## src/rtl/i2p_pkg.sv

```systemverilog
`timescale 1ns / 1ps

package i2p_pkg;

  localparam int STACK_DEPTH = 32;
  localparam int CNT_W  = $clog2(STACK_DEPTH + 1);
  localparam int ADDR_W = (STACK_DEPTH > 1) ? $clog2(STACK_DEPTH) : 1;

  localparam logic [7:0] CH_PLUS  = 8'h2B;
  localparam logic [7:0] CH_STAR  = 8'h2A;
  localparam logic [7:0] CH_DOT   = 8'h2E;
  localparam logic [7:0] CH_DOLL  = 8'h24;
  localparam logic [7:0] CH_BAR   = 8'h7C;
  localparam logic [7:0] CH_LPAR  = 8'h28;
  localparam logic [7:0] CH_RPAR  = 8'h29;
  localparam logic [7:0] CH_SPACE = 8'h20;

  localparam logic [2:0] CLS_NONE  = 3'd0;
  localparam logic [2:0] CLS_ALNUM = 3'd1;
  localparam logic [2:0] CLS_OP    = 3'd2;
  localparam logic [2:0] CLS_LPAR  = 3'd3;
  localparam logic [2:0] CLS_RPAR  = 3'd4;

  localparam logic [1:0] EMIT_CHAR  = 2'd0;
  localparam logic [1:0] EMIT_TOP   = 2'd1;
  localparam logic [1:0] EMIT_EMPTY = 2'd2;

  typedef struct packed {
    logic       in_ready;
    logic       push;
    logic       pop;
    logic       emit;
    logic [1:0] emit_sel;
    logic       last;
  } cmd_t;

  typedef struct packed {
    logic       count_zero;
    logic       count_one;
    logic       top_lpar;
    logic       out_free;
    logic       end_flag;
    logic [2:0] cls;
  } status_t;

  function automatic logic [2:0] char_class(input logic [7:0] c);
    logic [2:0] r;
    r = CLS_NONE;
    if ((c >= 8'h30 && c <= 8'h39) || (c >= 8'h61 && c <= 8'h7A) ||
        (c >= 8'h41 && c <= 8'h5A)) begin
      r = CLS_ALNUM;
    end else if (c == CH_PLUS || c == CH_STAR || c == CH_DOT || c == CH_DOLL ||
                 c == CH_BAR) begin
      r = CLS_OP;
    end else if (c == CH_LPAR) begin
      r = CLS_LPAR;
    end else if (c == CH_RPAR) begin
      r = CLS_RPAR;
    end else if (c == CH_SPACE) begin
      r = CLS_NONE;
    end
    return r;
  endfunction

endpackage

```

## src/rtl/i2p_if.sv

```systemverilog
`timescale 1ns / 1ps

interface i2p_in_if;
  logic       valid;
  logic       ready;
  logic [7:0] in_char;
  logic       end_of_expr;

  modport source (output valid, output in_char, output end_of_expr, input ready);
  modport sink (input valid, input in_char, input end_of_expr, output ready);
endinterface

interface i2p_out_if;
  logic       valid;
  logic       ready;
  logic [7:0] out_char;
  logic       char_valid;
  logic       last_of_expr;
  logic       overflow_seen;

  modport source (output valid, output out_char, output char_valid,
                  output last_of_expr, output overflow_seen, input ready);
  modport sink (input valid, input out_char, input char_valid,
                input last_of_expr, input overflow_seen, output ready);
endinterface

```

## src/rtl/i2p_datapath.sv

```systemverilog
`timescale 1ns / 1ps

module i2p_datapath
  import i2p_pkg::*;
(
  input  logic      clk,
  input  logic      rst,
  i2p_in_if.sink    in_ch,
  i2p_out_if.source out_ch,
  input  cmd_t      cmd,
  output status_t   status
);

  logic [7:0]        mem [STACK_DEPTH];
  logic [7:0]        rd_data;
  logic [CNT_W-1:0]  count;
  logic [CNT_W-1:0]  count_next;
  logic [CNT_W-1:0]  count_m1;
  logic              full;
  logic              overflow;
  logic [7:0]        cur_char;
  logic              cur_end;
  logic              out_valid;
  logic [7:0]        out_char;
  logic              char_valid;
  logic              last_of_expr;
  logic              overflow_seen;
  logic              out_free;

  assign count_m1 = count - CNT_W'(1);
  assign full     = (count >= CNT_W'(STACK_DEPTH));
  assign out_free = !out_valid || out_ch.ready;

  always_comb begin
    count_next = count;
    if (cmd.push && !full) begin
      count_next = count + CNT_W'(1);
    end else if (cmd.pop && count != '0) begin
      count_next = count_m1;
    end
  end

  always_ff @(posedge clk) begin
    if (rst) begin
      count    <= '0;
      overflow <= 1'b0;
    end else begin
      count <= count_next;
      if (cmd.push && full) begin
        overflow <= 1'b1;
      end
    end
  end

  // The top entry is read every cycle, so it is valid in the cycle after the count settles.
  always_ff @(posedge clk) begin
    if (cmd.push && !full) begin
      mem[count[ADDR_W-1:0]] <= cur_char;
    end
    rd_data <= mem[count_m1[ADDR_W-1:0]];
  end

  always_ff @(posedge clk) begin
    if (in_ch.valid && cmd.in_ready) begin
      cur_char <= in_ch.in_char;
      cur_end  <= in_ch.end_of_expr;
    end
  end

  always_ff @(posedge clk) begin
    if (rst) begin
      out_valid <= 1'b0;
    end else if (cmd.emit) begin
      out_valid <= 1'b1;
    end else if (out_ch.ready) begin
      out_valid <= 1'b0;
    end
  end

  always_ff @(posedge clk) begin
    if (cmd.emit) begin
      last_of_expr  <= cmd.last;
      overflow_seen <= overflow;
      case (cmd.emit_sel)
        EMIT_CHAR: begin
          out_char   <= cur_char;
          char_valid <= 1'b1;
        end
        EMIT_TOP: begin
          out_char   <= rd_data;
          char_valid <= 1'b1;
        end
        default: begin
          out_char   <= 8'h00;
          char_valid <= 1'b0;
        end
      endcase
    end
  end

  assign in_ch.ready          = cmd.in_ready;
  assign out_ch.valid         = out_valid;
  assign out_ch.out_char      = out_char;
  assign out_ch.char_valid    = char_valid;
  assign out_ch.last_of_expr  = last_of_expr;
  assign out_ch.overflow_seen = overflow_seen;

  assign status.count_zero = (count == '0);
  assign status.count_one  = (count == CNT_W'(1));
  assign status.top_lpar   = (rd_data == CH_LPAR);
  assign status.out_free   = out_free;
  assign status.end_flag   = cur_end;
  assign status.cls        = char_class(cur_char);

`ifndef ASSERT_OFF
  a_count_bound: assert property (@(posedge clk) disable iff (rst)
    count <= CNT_W'(STACK_DEPTH))
    else $error("stack count beyond depth");
  a_ovf_sticky: assert property (@(posedge clk) disable iff (rst)
    overflow |=> overflow)
    else $error("overflow flag cleared");
  a_emit_free: assert property (@(posedge clk) disable iff (rst)
    cmd.emit |-> out_free)
    else $error("result written over an untaken one");
  a_push_pop: assert property (@(posedge clk) disable iff (rst)
    !(cmd.push && cmd.pop))
    else $error("push and pop together");
`endif

endmodule

```

## src/rtl/i2p_ctrl.sv

```systemverilog
`timescale 1ns / 1ps

module i2p_ctrl
  import i2p_pkg::*;
(
  input  logic    clk,
  input  logic    rst,
  input  logic    in_valid,
  input  status_t status,
  output cmd_t    cmd
);

  localparam logic [2:0] S_IDLE  = 3'd0;
  localparam logic [2:0] S_EVAL  = 3'd1;
  localparam logic [2:0] S_WAIT  = 3'd2;
  localparam logic [2:0] S_END   = 3'd3;
  localparam logic [2:0] S_FWAIT = 3'd4;
  localparam logic [2:0] S_FLUSH = 3'd5;

  logic [2:0] state;
  logic [2:0] state_next;
  logic       can_pop_op;

  // An operator may be popped when the stack holds something other than an open parenthesis on top.
  assign can_pop_op = !status.count_zero && !status.top_lpar;

  always_comb begin
    state_next = state;
    cmd        = '0;
    cmd.emit_sel = EMIT_CHAR;
    case (state)
      S_IDLE: begin
        cmd.in_ready = 1'b1;
        if (in_valid) begin
          state_next = S_EVAL;
        end
      end
      S_EVAL: begin
        case (status.cls)
          CLS_OP: begin
            if (can_pop_op) begin
              if (status.out_free) begin
                cmd.emit     = 1'b1;
                cmd.emit_sel = EMIT_TOP;
                cmd.pop      = 1'b1;
                state_next   = S_WAIT;
              end
            end else begin
              cmd.push   = 1'b1;
              state_next = S_END;
            end
          end
          CLS_RPAR: begin
            if (can_pop_op) begin
              if (status.out_free) begin
                cmd.emit     = 1'b1;
                cmd.emit_sel = EMIT_TOP;
                cmd.pop      = 1'b1;
                state_next   = S_WAIT;
              end
            end else begin
              cmd.pop    = !status.count_zero;
              state_next = S_END;
            end
          end
          CLS_ALNUM: begin
            if (status.out_free) begin
              cmd.emit   = 1'b1;
              state_next = S_END;
            end
          end
          CLS_LPAR: begin
            cmd.push   = 1'b1;
            state_next = S_END;
          end
          default: begin
            state_next = S_END;
          end
        endcase
      end
      S_WAIT: begin
        state_next = S_EVAL;
      end
      S_END: begin
        state_next = status.end_flag ? S_FWAIT : S_IDLE;
      end
      S_FWAIT: begin
        state_next = S_FLUSH;
      end
      S_FLUSH: begin
        if (status.out_free) begin
          cmd.emit = 1'b1;
          if (status.count_zero) begin
            cmd.emit_sel = EMIT_EMPTY;
            cmd.last     = 1'b1;
            state_next   = S_IDLE;
          end else begin
            cmd.emit_sel = EMIT_TOP;
            cmd.pop      = 1'b1;
            cmd.last     = status.count_one;
            state_next   = status.count_one ? S_IDLE : S_FWAIT;
          end
        end
      end
      default: begin
        state_next = S_IDLE;
      end
    endcase
  end

  always_ff @(posedge clk) begin
    if (rst) begin
      state <= S_IDLE;
    end else begin
      state <= state_next;
    end
  end

`ifndef ASSERT_OFF
  a_ready_idle: assert property (@(posedge clk) disable iff (rst)
    cmd.in_ready |-> (!cmd.emit && !cmd.push && !cmd.pop))
    else $error("stack or output touched while taking input");
  a_last_flush: assert property (@(posedge clk) disable iff (rst)
    (cmd.emit && cmd.last) |=> (state == S_IDLE))
    else $error("final result not followed by idle");
  a_accept_eval: assert property (@(posedge clk) disable iff (rst)
    (cmd.in_ready && in_valid) |=> (state == S_EVAL))
    else $error("accepted character not evaluated");
`endif

endmodule

```

## src/rtl/infix_to_postfix_stack_unit.sv

```systemverilog
`timescale 1ns / 1ps

// Channel   Direction  Fields
// in_ch     sink       in_char[7:0], end_of_expr
// out_ch    source     out_char[7:0], char_valid, last_of_expr, overflow_seen
//
// A character is taken in IDLE, evaluated in EVAL and closed in END; a popped operator
// passes WAIT back to EVAL, and a flush passes FWAIT and FLUSH for each entry flushed
// (once when empty). WAIT and FWAIT let the registered stack-top read settle after every
// change of the stack count. Reset is synchronous and clears the count, the overflow
// flag and the output register. A stalled output holds the controller in place.

module infix_to_postfix_stack_unit
  import i2p_pkg::*;
(
  input  logic      clk,
  input  logic      rst,
  i2p_in_if.sink    in_ch,
  i2p_out_if.source out_ch
);

  cmd_t    cmd;
  status_t status;

  i2p_ctrl u_ctrl (
    .clk      (clk),
    .rst      (rst),
    .in_valid (in_ch.valid),
    .status   (status),
    .cmd      (cmd)
  );

  i2p_datapath u_datapath (
    .clk    (clk),
    .rst    (rst),
    .in_ch  (in_ch),
    .out_ch (out_ch),
    .cmd    (cmd),
    .status (status)
  );

endmodule

```

## src/flat_wrapper.sv

```systemverilog
// flat-port wrapper written by rule: the top's interface ports become plain ports
module infix_to_postfix_stack_unit_flat import i2p_pkg::*;
  (clk, rst, in_ch_valid, in_ch_in_char, in_ch_end_of_expr, in_ch_ready, out_ch_valid, out_ch_out_char, out_ch_char_valid, out_ch_last_of_expr, out_ch_overflow_seen, out_ch_ready);
  i2p_in_if in_ch_i ();
  i2p_out_if out_ch_i ();
  input  logic clk;
  input  logic rst;
  input wire logic [$bits(in_ch_i.valid)-1:0] in_ch_valid;
  input wire logic [$bits(in_ch_i.in_char)-1:0] in_ch_in_char;
  input wire logic [$bits(in_ch_i.end_of_expr)-1:0] in_ch_end_of_expr;
  output wire logic [$bits(in_ch_i.ready)-1:0] in_ch_ready;
  output wire logic [$bits(out_ch_i.valid)-1:0] out_ch_valid;
  output wire logic [$bits(out_ch_i.out_char)-1:0] out_ch_out_char;
  output wire logic [$bits(out_ch_i.char_valid)-1:0] out_ch_char_valid;
  output wire logic [$bits(out_ch_i.last_of_expr)-1:0] out_ch_last_of_expr;
  output wire logic [$bits(out_ch_i.overflow_seen)-1:0] out_ch_overflow_seen;
  input wire logic [$bits(out_ch_i.ready)-1:0] out_ch_ready;
  assign in_ch_i.valid = in_ch_valid;
  assign in_ch_i.in_char = in_ch_in_char;
  assign in_ch_i.end_of_expr = in_ch_end_of_expr;
  assign in_ch_ready = in_ch_i.ready;
  assign out_ch_valid = out_ch_i.valid;
  assign out_ch_out_char = out_ch_i.out_char;
  assign out_ch_char_valid = out_ch_i.char_valid;
  assign out_ch_last_of_expr = out_ch_i.last_of_expr;
  assign out_ch_overflow_seen = out_ch_i.overflow_seen;
  assign out_ch_i.ready = out_ch_ready;
  infix_to_postfix_stack_unit u_core (.clk(clk), .rst(rst), .in_ch(in_ch_i), .out_ch(out_ch_i));
endmodule
```

## config.mk

```make
export PLATFORM = sky130hd
export DESIGN_NAME = infix_to_postfix_stack_unit_flat
export DESIGN_NICKNAME = d
export VERILOG_FILES = /design/src/rtl/i2p_pkg.sv /design/src/rtl/i2p_if.sv /design/src/rtl/i2p_datapath.sv /design/src/rtl/i2p_ctrl.sv /design/src/rtl/infix_to_postfix_stack_unit.sv /design/src/flat_wrapper.sv
export SDC_FILE = /design/constraint.sdc
export NUM_CORES = 1
export LEC_CHECK = 0
export BUFFER_PORTS_ARGS = -buffer_cell sky130_fd_sc_hd__buf_4
export CORE_MARGIN = 3
export CORE_UTILIZATION = 35
export DETAILED_ROUTE_END_ITERATION = 12
export PLACE_DENSITY_LB_ADDON = 0.12
export SYNTH_ARGS = -nofsm -noshare
export SYNTH_HDL_FRONTEND = slang
export SYNTH_SLANG_ARGS = --single-unit
```

## constraint.sdc

```tcl
create_clock -name clk -period 3.81 [get_ports clk]
set_clock_uncertainty 0.05 [all_clocks]
set_input_delay 0.9525 -clock clk [delete_from_list [all_inputs] [get_ports clk]]
set_output_delay 0.9525 -clock clk [all_outputs]
set_load 0.005 [all_outputs]
```

==> flow_summary.html <==
<table>
<tr><th>Metric</th><th>Value</th></tr>
<tr><th colspan="2">Run status</th></tr>
<tr><td>Status</td><td>finished clean</td></tr>
<tr><th colspan="2">Logic synthesis</th></tr>
<tr><td>Part of the Yosys area used for sequential elements</td><td>72.4%</td></tr>
<tr><td>Number of enable flip-flop cells after synthesis</td><td>276</td></tr>
<tr><td>Number of storage elements in the synthesis netlist</td><td>295</td></tr>
<tr><td>Cell type with the highest aggregate area in the netlist</td><td>sky130_fd_sc_hd__edfxtp_1</td></tr>
<tr><td>Portion of synthesized cell area occupied by the leading cell type</td><td>69.3%</td></tr>
<tr><td>Number of nets produced by synthesis</td><td>624</td></tr>
<tr><td>Top post-synthesis cells by area</td><td>sky130_fd_sc_hd__edfxtp_1, sky130_fd_sc_hd__mux4_2, sky130_fd_sc_hd__dfxtp_1, sky130_fd_sc_hd__nor2_1, sky130_fd_sc_hd__mux2i_1</td></tr>
<tr><td>Syn Inst Count</td><td>606</td></tr>
<tr><td>Average instance area after synthesis</td><td>between 15 and 20 µm²</td></tr>
<tr><td>Top FF cell, synth</td><td>sky130_fd_sc_hd__edfxtp_1</td></tr>
<tr><td>Share of synthesized registers carrying an async set or reset</td><td>0%</td></tr>
<tr><td>Post-synthesis instance area</td><td>12000 µm²</td></tr>
<tr><td>Warnings from Yosys</td><td>0</td></tr>
<tr><td>Synth unique cells</td><td>55</td></tr>
<tr><th colspan="2">Final layout</th></tr>
<tr><td>Layout net count</td><td>695</td></tr>
<tr><td>Most common cell after layout, fill and taps aside</td><td>sky130_fd_sc_hd__edfxtp_1</td></tr>
<tr><td>Most used cells in the layout excluding fill and tap cells</td><td>sky130_fd_sc_hd__edfxtp_1, sky130_fd_sc_hd__mux4_2, sky130_fd_sc_hd__buf_4</td></tr>
<tr><td>Share of cells above drive strength 1</td><td>between 30% and 40%</td></tr>
<tr><td>Area Overhead vs Synth</td><td>16.0%</td></tr>
<tr><td>Diode count</td><td>0</td></tr>
<tr><th colspan="2">STA</th></tr>
<tr><td>Max Fclk</td><td>308 MHz</td></tr>
<tr><td>Final clock period utilization by the worst path</td><td>85.2%</td></tr>
<tr><td>Total setup violations reported at the end of the flow</td><td>0</td></tr>
<tr><td>Worst hold slack</td><td>0.469 ns</td></tr>
<tr><td>Final critical path time including I/O delays and setup</td><td>about 3.2 ns</td></tr>
<tr><td>Final count of pins violating max slew</td><td>0</td></tr>
<tr><td>Fin Setup TNS</td><td>0 ns</td></tr>
<tr><td>Transition at the pin with the smallest max-transition slack</td><td>0.806 ns</td></tr>
<tr><td>Hold Fails Final Rpt</td><td>0</td></tr>
<tr><td>Max transition margin</td><td>46.1%</td></tr>
<tr><td>Setup repair after global routing missed its margin</td><td>no</td></tr>
<tr><th colspan="2">Setup path</th></tr>
<tr><td>Startpoint types</td><td>register</td></tr>
<tr><td>Slowest stage cell, crit path</td><td>sky130_fd_sc_hd__nor2_1</td></tr>
<tr><td>Worst endpoint data arrival time</td><td>roughly 3.3 ns</td></tr>
<tr><td>Longest individual stage delay on the worst path</td><td>0.69 ns</td></tr>
<tr><td>Crit path kind</td><td>register to register</td></tr>
<tr><td>Nature of the critical path endpoint</td><td>register</td></tr>
<tr><td>Most numerous cell on the critical path</td><td>sky130_fd_sc_hd__nand2_1</td></tr>
<tr><td>Maximum fanout along the worst path</td><td>8</td></tr>
<tr><td>Buffers and inverters on the worst path</td><td>0</td></tr>
<tr><td>CP delay by family, top</td><td>simple AND/OR/NAND/NOR gates</td></tr>
<tr><td>Critical path data required time</td><td>about 3.9 ns</td></tr>
<tr><td>Worst-path cell chain</td><td>nor4b_1 &gt; nand2_1 &gt; o211a_1 &gt; nor4_4 &gt; nand2_1 &gt; nor2_1</td></tr>
<tr><th colspan="2">Clock tree</th></tr>
<tr><td>Clock-pin slew on the worst setup and hold paths</td><td>0.06 ns</td></tr>
<tr><td>Cells resized by post-CTS repair</td><td>0</td></tr>
<tr><td>Number of buffers added by the clock tree synthesis step</td><td>34</td></tr>
<tr><td>Number of H-tree levels</td><td>2</td></tr>
<tr><td>Count of buffers added by post-CTS timing repair for setup</td><td>0</td></tr>
<tr><td>TritonCTS clock tree</td><td>done</td></tr>
<tr><td>Clock network latency to the later pin of the worst-skew pair</td><td>0.51 ns</td></tr>
<tr><td>Master cell of the clock root buffer</td><td>sky130_fd_sc_hd__clkbuf_16</td></tr>
<tr><td>Number of buffers inserted for hold repair after clock tree synthesis</td><td>0</td></tr>
<tr><td>Number of clock sinks</td><td>a little under 300</td></tr>
<tr><td>Clock Tree Buf Depth</td><td>3</td></tr>
<tr><th colspan="2">Pwr</th></tr>
<tr><td>Leakage</td><td>4.38 nW</td></tr>
<tr><td>IR Drop Worst-Case VDD</td><td>0.337 mV</td></tr>
<tr><td>Pwr dens</td><td>around 480 nW/µm²</td></tr>
<tr><td>Design Power</td><td>around 6.7 mW</td></tr>
<tr><th colspan="2">Global routing</th></tr>
<tr><td>Number of global-route vias before repair</td><td>6356</td></tr>
<tr><td>GR Util All Layers</td><td>15.9%</td></tr>
<tr><td>Initial antenna violation count</td><td>1</td></tr>
<tr><td>Global-route wire length before repair</td><td>~42000 µm</td></tr>
<tr><td>Maximum number of pins on one net before global-route repair</td><td>71</td></tr>
<tr><td>Remaining global-route overflow</td><td>0</td></tr>
<tr><th colspan="2">Detailed routing</th></tr>
<tr><td>Violation count after the first detailed-routing iteration</td><td>421</td></tr>
<tr><td>Aggregate routed wire length</td><td>28200 µm</td></tr>
<tr><td>Detailed Routing Iterations Pass 1</td><td>4</td></tr>
<tr><td>Total number of vias</td><td>5990</td></tr>
<tr><td>Remaining routing DRC violations</td><td>0</td></tr>
<tr><td>Wire length per cell after detailed routing</td><td>24.6 µm</td></tr>
<tr><td>Number of nets with antenna violations after routing</td><td>0</td></tr>
<tr><td>Mean number of vias per cell</td><td>5.21</td></tr>
<tr><th colspan="2">Floorplan</th></tr>
<tr><td>Vert. Die Dim</td><td>191 µm</td></tr>
<tr><td>Number of top-level pins</td><td>26</td></tr>
<tr><td>Std-Cell Core Area</td><td>around 34000 µm²</td></tr>
<tr><td>Die Outline Area</td><td>36400 µm²</td></tr>
<tr><td>Effective utilization at floorplan</td><td>between 30% and 40%</td></tr>
<tr><td>DIE WIDTH</td><td>between 150 and 200 µm</td></tr>
<tr><td>Row Count</td><td>67</td></tr>
<tr><th colspan="2">Place</th></tr>
<tr><td>Hpwl dp</td><td>about 18000 µm</td></tr>
<tr><td>Placer's final routability congestion estimate</td><td>0.818</td></tr>
<tr><td>Port Buffer Count</td><td>25</td></tr>
<tr><th colspan="2">Run</th></tr>
<tr><td>Number of max-cap violations</td><td>0</td></tr>
<tr><th colspan="2">Hold path</th></tr>
<tr><td>Min-Delay Path Class</td><td>register to register</td></tr>
</table>
[synth_stat cells, types with 2 or more instances]
cell / n
sky130_fd_sc_hd__nand3b_1: 7
sky130_fd_sc_hd__buf_6: 5
sky130_fd_sc_hd__nand2_1: 21
sky130_fd_sc_hd__edfxtp_1: 276
sky130_fd_sc_hd__and2_1: 2
sky130_fd_sc_hd__ha_1: 5
sky130_fd_sc_hd__a31oi_1: 2
sky130_fd_sc_hd__mux2i_1: 9
sky130_fd_sc_hd__nor2b_1: 2
sky130_fd_sc_hd__or3b_2: 4
sky130_fd_sc_hd__nand3_1: 8
sky130_fd_sc_hd__a21oi_1: 10
sky130_fd_sc_hd__inv_1: 13
sky130_fd_sc_hd__nor2_1: 40
sky130_fd_sc_hd__dfxtp_1: 19
sky130_fd_sc_hd__o21ai_0: 6
sky130_fd_sc_hd__or3b_1: 2
sky130_fd_sc_hd__nor3_1: 8
sky130_fd_sc_hd__nor3b_1: 2
sky130_fd_sc_hd__or4b_1: 2
sky130_fd_sc_hd__nand2b_1: 5
sky130_fd_sc_hd__buf_2: 11
sky130_fd_sc_hd__o31ai_1: 2
sky130_fd_sc_hd__xnor2_1: 3
sky130_fd_sc_hd__and3_1: 2
sky130_fd_sc_hd__xor2_1: 2
sky130_fd_sc_hd__o2111ai_1: 2
sky130_fd_sc_hd__mux2_2: 8
sky130_fd_sc_hd__or4b_4: 2
sky130_fd_sc_hd__nand4b_1: 3
sky130_fd_sc_hd__nor4b_1: 2
sky130_fd_sc_hd__nor4_4: 2
sky130_fd_sc_hd__mux4_2: 80
sky130_fd_sc_hd__clkbuf_1: 16
sky130_fd_sc_hd__or3_1: 3
[registers in the layout, indices dropped and copies added, names as in the netlist]
register / cells
u_core.u_datapath.rd_data: 8
u_core.u_datapath.out_ch.last_of_expr: 1
u_core.u_datapath.cur_char: 8
u_core.u_datapath.cur_end: 1
u_core.u_datapath.out_ch.valid: 1
u_core.u_datapath.count: 6
u_core.u_datapath.out_ch.out_char: 8
u_core.u_datapath.out_ch.char_valid: 1
u_core.u_ctrl.state: 3
u_core.u_datapath.overflow: 1
u_core.u_datapath.mem: 256
u_core.u_datapath.out_ch.overflow_seen: 1
[where the power goes]
| part | internal (mW) | total [mW] | switching, mW |
|---|---|---|---|
| clock network | 1.69 | 2.91 | 1.22 |
| registers | 3.58 | 3.60 | 0.0196 |
| logic | 0.0740 | 0.218 | 0.144 |
[kinds of logic (layout without fill, tap and decap cells)]
family | after synthesis | count (layout) | share of synthesized area, %
flops | 295 | 295 | 72.4
xor+xnor | 5 | 5 | 0.366
fa+ha+maj | 6 | 6 | 0.606
simple gates | 124 | 124 | 6.07
buf+inv | 45 | 140 | 1.84
mux | 98 | 98 | 16.7
compound gates | 33 | 33 | 1.99
[area by class of cell]
cell class	instances	area (µm²)
Timing Repair Buffer	67	515
Tap cell	448	561
Sequential cell	295	8670
Inverter	13	48.8
Fill cell	2990	19700
Clock buffer	44	910
Multi-Input combinational cell	266	3090
Clock inverter	16	86.3
[worst paths after layout]
path / slack, ns / cells past startpoint / start / to
worst max-delay path: 0.56 / 6 / u_core.u_datapath.rd_data[1] / u_core.u_datapath.mem[27][0]
worst max register to register: 0.56 / 6 / u_core.u_datapath.rd_data[1] / u_core.u_datapath.mem[27][0]
worst min-delay path: 0.47 / 0 / u_core.u_datapath.overflow / u_core.u_datapath.out_ch.overflow_seen
worst min register to register: 0.47 / 0 / u_core.u_datapath.overflow / u_core.u_datapath.out_ch.overflow_seen
[per-stage QoR]
stage	setup WS, ns	instance area, µm²	util, %	cells
6_report	0.565	13900	41.3	1149
5_1_grt	0.279	13900	41.3	1149
4_1_cts	0.550	13900	41.3	1149
3_5_place_dp	0.577	12900	38.3	1089
3_3_place_gp	0.701	12900	38.3	1089
2_1_floorplan	0.628	12000	-	606
[metal layers]
layer	wire, µm	GRT usage, %	vias up
met4	743	4.74	0
li1	-	-	2624
met2	14100	26.4	146
met5	0	0	-
met1	12200	21.6	3176
met3	1220	2.93	44
Note: power is estimated with default switching activity, not from simulation.
